===== src/rtl/tce_pkg.sv =====
`timescale 1ns / 1ps
`default_nettype none

package tce_pkg;

	localparam int DATA_WIDTH    = 32;
	localparam int DEF_NUM_REGS  = 16;
	localparam int DEF_MEM_WORDS = 256;
	localparam int DEF_PC_WIDTH  = 16;

	typedef logic [3:0] opcode_t;
	typedef logic [1:0] status_t;
	typedef logic [4:0] cost_t;

	localparam opcode_t OP_MOV0 = 4'd0;
	localparam opcode_t OP_MOV1 = 4'd1;
	localparam opcode_t OP_MOV2 = 4'd2;
	localparam opcode_t OP_MOV3 = 4'd3;
	localparam opcode_t OP_ADD  = 4'd4;
	localparam opcode_t OP_SUB  = 4'd5;
	localparam opcode_t OP_JZ   = 4'd6;
	localparam opcode_t OP_MUL  = 4'd7;
	localparam opcode_t OP_MOV4 = 4'd8;
	localparam opcode_t OP_MOV5 = 4'd9;

	localparam status_t ST_OK       = 2'd0;
	localparam status_t ST_BAD_ADDR = 2'd1;
	localparam status_t ST_BAD_OP   = 2'd2;

	function automatic cost_t cost_of(opcode_t f);
		cost_t c;
		unique case (f)
			OP_MOV0: c = 5'd8;
			OP_MOV1: c = 5'd8;
			OP_MOV2: c = 5'd12;
			OP_MOV3: c = 5'd6;
			OP_ADD:  c = 5'd4;
			OP_SUB:  c = 5'd4;
			OP_JZ:   c = 5'd12;
			OP_MUL:  c = 5'd30;
			OP_MOV4: c = 5'd2;
			OP_MOV5: c = 5'd12;
			default: c = 5'd0;
		endcase
		return c;
	endfunction

endpackage

`default_nettype wire


===== src/rtl/tce_regfile.sv =====
`timescale 1ns / 1ps
`default_nettype none

module tce_regfile #(
	parameter int NUM_REGS = 16
) (
	input  wire                                clk,
	input  wire                                arst_n,
	input  wire                                rd_en,
	input  wire  [$clog2(NUM_REGS)-1:0]        rd_addr_a,
	input  wire  [$clog2(NUM_REGS)-1:0]        rd_addr_b,
	output logic [tce_pkg::DATA_WIDTH-1:0]     rd_data_a,
	output logic [tce_pkg::DATA_WIDTH-1:0]     rd_data_b,
	input  wire                                wr_en,
	input  wire  [$clog2(NUM_REGS)-1:0]        wr_addr,
	input  wire  [tce_pkg::DATA_WIDTH-1:0]     wr_data
);
	import tce_pkg::*;

	logic [DATA_WIDTH-1:0] ram [NUM_REGS];
	logic [NUM_REGS-1:0]   vld_q;
	logic [DATA_WIDTH-1:0] rdata_a_q;
	logic [DATA_WIDTH-1:0] rdata_b_q;

	// entries never written read as zero
	always_ff @(posedge clk or negedge arst_n) begin
		if (!arst_n) begin
			vld_q <= '0;
		end else if (wr_en) begin
			vld_q[wr_addr] <= 1'b1;
		end
	end

	always_ff @(posedge clk) begin
		if (wr_en) begin
			ram[wr_addr] <= wr_data;
		end
	end

	// write-first: a read at the edge of a write to the same entry sees the new value
	always_ff @(posedge clk) begin
		if (rd_en) begin
			if (wr_en && wr_addr == rd_addr_a) begin
				rdata_a_q <= wr_data;
			end else begin
				rdata_a_q <= vld_q[rd_addr_a] ? ram[rd_addr_a] : '0;
			end
			if (wr_en && wr_addr == rd_addr_b) begin
				rdata_b_q <= wr_data;
			end else begin
				rdata_b_q <= vld_q[rd_addr_b] ? ram[rd_addr_b] : '0;
			end
		end
	end

	assign rd_data_a = rdata_a_q;
	assign rd_data_b = rdata_b_q;

endmodule

`default_nettype wire


===== config.mk =====
export PLATFORM = sky130hd
export DESIGN_NAME = tce_regfile
export DESIGN_NICKNAME = d
export VERILOG_FILES = /design/src/rtl/tce_pkg.sv /design/src/rtl/tce_regfile.sv
export SDC_FILE = /design/constraint.sdc
export NUM_CORES = 1
export LEC_CHECK = 0
export BUFFER_PORTS_ARGS = -buffer_cell sky130_fd_sc_hd__buf_2
export CORE_MARGIN = 2
export CORE_UTILIZATION = 52
export CTS_CLUSTER_DIAMETER = 30
export DETAILED_ROUTE_END_ITERATION = 12
export HOLD_SLACK_MARGIN = 0.12
export PLACE_DENSITY = 0.77
export SLEW_MARGIN = 40
export SYNTH_ARGS = -nofsm -noshare
export SYNTH_HDL_FRONTEND = slang
export SYNTH_SLANG_ARGS = --single-unit

===== constraint.sdc =====
create_clock -name clk -period 2 [get_ports clk]
set_clock_uncertainty 0.05 [all_clocks]
set_input_delay 0.4 -clock clk [delete_from_list [all_inputs] [get_ports clk]]
set_output_delay 0.4 -clock clk [all_outputs]
set_load 0.01 [all_outputs]

==> summary.txt <==
Cells and area
  – Area grow syn2layout: 28.3%
  – FF/Latch Area: 0.0177 mm2
  – Share of layout cells above drive strength 1: 45.4%
  – Area occupied by multi-input gates: 0.00875 mm2
  – Most common cell after layout, fill and taps aside: edfxtp_1
  – Most frequent cells in the layout: 576 x edfxtp_1, 264 x mux4_2, 128 x a22o_1, 128 x buf_4, 109 x clkbuf_16
  – Fillcell total: 3,094
  – Nets: 1,751
  – Post-layout util: 67.4%

STA
  – Final TNS setup: 0 ns
  – Final hold vios: 0
  – Worst Setup Slack, final: 0.0369 ns
  – Slew margin rel.: 60.0%
  – Post-layout minimum cycle time: 1.96 ns
  – Final period util: 98.2%
  – Setup-failing EPs final: 0
  – Max Freq: 509 MHz
  – Pins Over Slew Limit: 0
  – Worst-margin pin slew: 0.600 ns

Synth
  – Mapped cell area: 0.0269 mm2
  – Synth Area in XOR/XNOR: 0.261%
  – Sequential share of the synthesized area: 65.8%
  – Largest family of logic cells by synthesized area: multiplexers
  – Synthesis Warnings: 0
  – Mux cell area share after synthesis: 22.3%
  – Synth cell types: 25
  – Post-Synth Adder-Cell Area: 0%
  – Compound-Gate Fraction of Synth Area: 5.96%
  – Seq cells post-synth: 592
  – Cells after synthesis: 1,366
  – Net Count, Synth: 1,414
  – Syn_area_per_cell: 19.7 um2
  – Simple-gate share of the synthesized area: 3.16%

Drt
  – Routed length per instance: 32.7 um
  – Routed WL: 80,900 um
  – Antenna Nets Post-Route: 0
  – Routed vias/inst: 7.00
  – Routed vias: 17,296
  – 1st-iter DRT viols: 2,570
  – Drt drc: 0
  – First-pass DRT Iterations: 6

Worst hold path
  – Worst min path class: in -> reg
  – Hold Crit Start: wr_data[26]
  – Worst hold path stage count: 1
  – Hold Path End: ram[9][26]

Setup path
  – Crit path max fanout: 9
  – Worst R2R Start: vld_q[11]
  – Critical path required time: 2.33 ns
  – Critical Path Source Type: flop
  – Worst reg2reg path depth: 5
  – R2r endpoint: rd_data_b[9]
  – Critical Path AT: 2.29 ns
  – R2R Setup Slk: 0.04 ns
  – Crit path kind: reg -> reg
  – CP Capture Type: flop

Floorplanning
  – DIE HEIGHT: 231 um
  – Rows: 83
  – Initial core utilization: 52.5%
  – DIE WIDTH: 231 um
  – Core footprint: 0.0512 mm2
  – Io pins: 112
  – Full die area: 0.0535 mm2

Global route
  – Vias in the first global route: 18,040
  – Largest net degree at the start of global routing: 65
  – GR Util All Layers: 30.9%
  – Antenna violations before repair: 4
  – First-pass GRT wire length: 119,000 um
  – Total global routing overflow: 0

Place
  – Post-DP HPWL: 47,500 um
  – Number of port buffers: 111
  – GP Congestion: 0.834
  – Place WS: -0.338 ns

Clocking
  – H-tree depth: 3
  – Clock Sink Count: 592
  – Clock Pin Slew Worst Setup and Hold Paths: 0.05 ns
  – Clock Path Buffers: 3
  – Later-pin clock latency in the skew report: 0.65 ns
  – CTS tree: built
  – Clk root buf: clkbuf_16
  – Total CTS buffers: 104

Pwr
  – PwrDens: 1050 mW/mm2
  – Worst VDD drop: 0.763 mV
  – Pleak: 11.8 nW
  – Pwr Total: 36.1 mW

Flow run
  – Max Cap Viol: 0

Status
  – Status: finished, final reports clean
## flip-flops by register name, indices dropped and copies added, names as in the netlist
register / count
rd_data_a: 32
rd_data_b: 32
ram: 512
vld_q: 16
## per-layer routing
layer / vias to the layer above / routed length [um] / global-route usage (%)
li1: 6631 / - / -
met2: 1411 / 39500 / 49.7
met4: 4 / 3970 / 14.3
met3: 311 / 9080 / 7.69
met1: 8939 / 28300 / 40.0
met5: - / 23 / 0
## metrics by stage
stage	cells	area [um2]	hold slack (ns)
final	2472	34500	0.133
after global routing	2469	34500	0.130
after CTS	2466	34400	0.120
after detailed placement	2246	30500	0.280
after global placement	2246	30500	0.280
after floorplan	1366	27200	0.0544
## cell families (layout without fill, tap and decap cells)
logic type | Yosys count | count (layout)
AOI/OAI and AO/OA | 192 | 192
DFF | 592 | 592
and+or+nand+nor | 181 | 181
xor gates and xnor gates | 8 | 8
other | 0 | 3
muxes | 270 | 270
buffers and inverters | 123 | 546
## Yosys cell counts
cell type / instances / area (um2)
and2_1: 4 / 25.0
buf_1: 4 / 15.0
xor2_1: 6 / 52.6
mux2i_1: 4 / 40.0
o31ai_1: 64 / 480
nand3_1: 65 / 325
nand2b_1: 2 / 12.5
xnor2_1: 2 / 17.5
nor3_1: 6 / 30.0
buf_6: 10 / 113
nor2_1: 78 / 293
clkbuf_1: 52 / 195
a22o_1: 128 / 1120
and2_0: 2 / 12.5
mux2_2: 2 / 22.5
nand3b_1: 2 / 15.0
buf_2: 36 / 180
mux4_2: 264 / 5950
nor2b_1: 4 / 25.0
edfxtp_1: 576 / 17300
buf_4: 21 / 158
or3b_2: 1 / 8.76
nand2_1: 1 / 3.75
dfrtp_1: 16 / 400
or2_2: 16 / 100
## report_power, final
group,switching [mW],internal [mW],total (mW)
sequential,0.225,14.2,14.4
combinational,1.94,1.76,3.70
clock,6.27,11.7,18.0
## area by class of cell
cell class	instances	share of cell area, %
antenna	3	0.0218
clock buffer	120	8.09
clock inverter	72	2.34
multi-input combinational	651	25.4
sequential	592	51.3
tap	680	2.47
timing repair buffer	354	10.4
## critical path, cell delays in order (launching register included)
cell and delay [ns]:
dfrtp_1 0.40, mux4_2 0.49, mux2i_1 0.15, mux2_4 0.24, buf_4 0.25, o31ai_1 0.12
## worst max path at each step
stage	startpoint	endpoint	cells past startpoint
finish	vld_q[11]	rd_data_b[9]	5
global route	vld_q[15]	rd_data_a[29]	6
CTS	vld_q[15]	rd_data_a[31]	6
detailed placement	rd_addr_a[0]	rd_data_a[23]	7
global placement	rd_addr_a[0]	rd_data_a[23]	7
floorplan	wr_addr[1]	ram[2][0]	3
## timing repair
| action | CTS | global route |
|---|---|---|
| hold buffers | 28 | 0 |
| setup endpoints to repair | 9 | 15 |
| buffers inserted | 0 | 3 |
| gates resized for setup | 1 | 3 |
| endpoints found under the hold margin | 420 | 0 |
(Power assumes the default switching activity.)
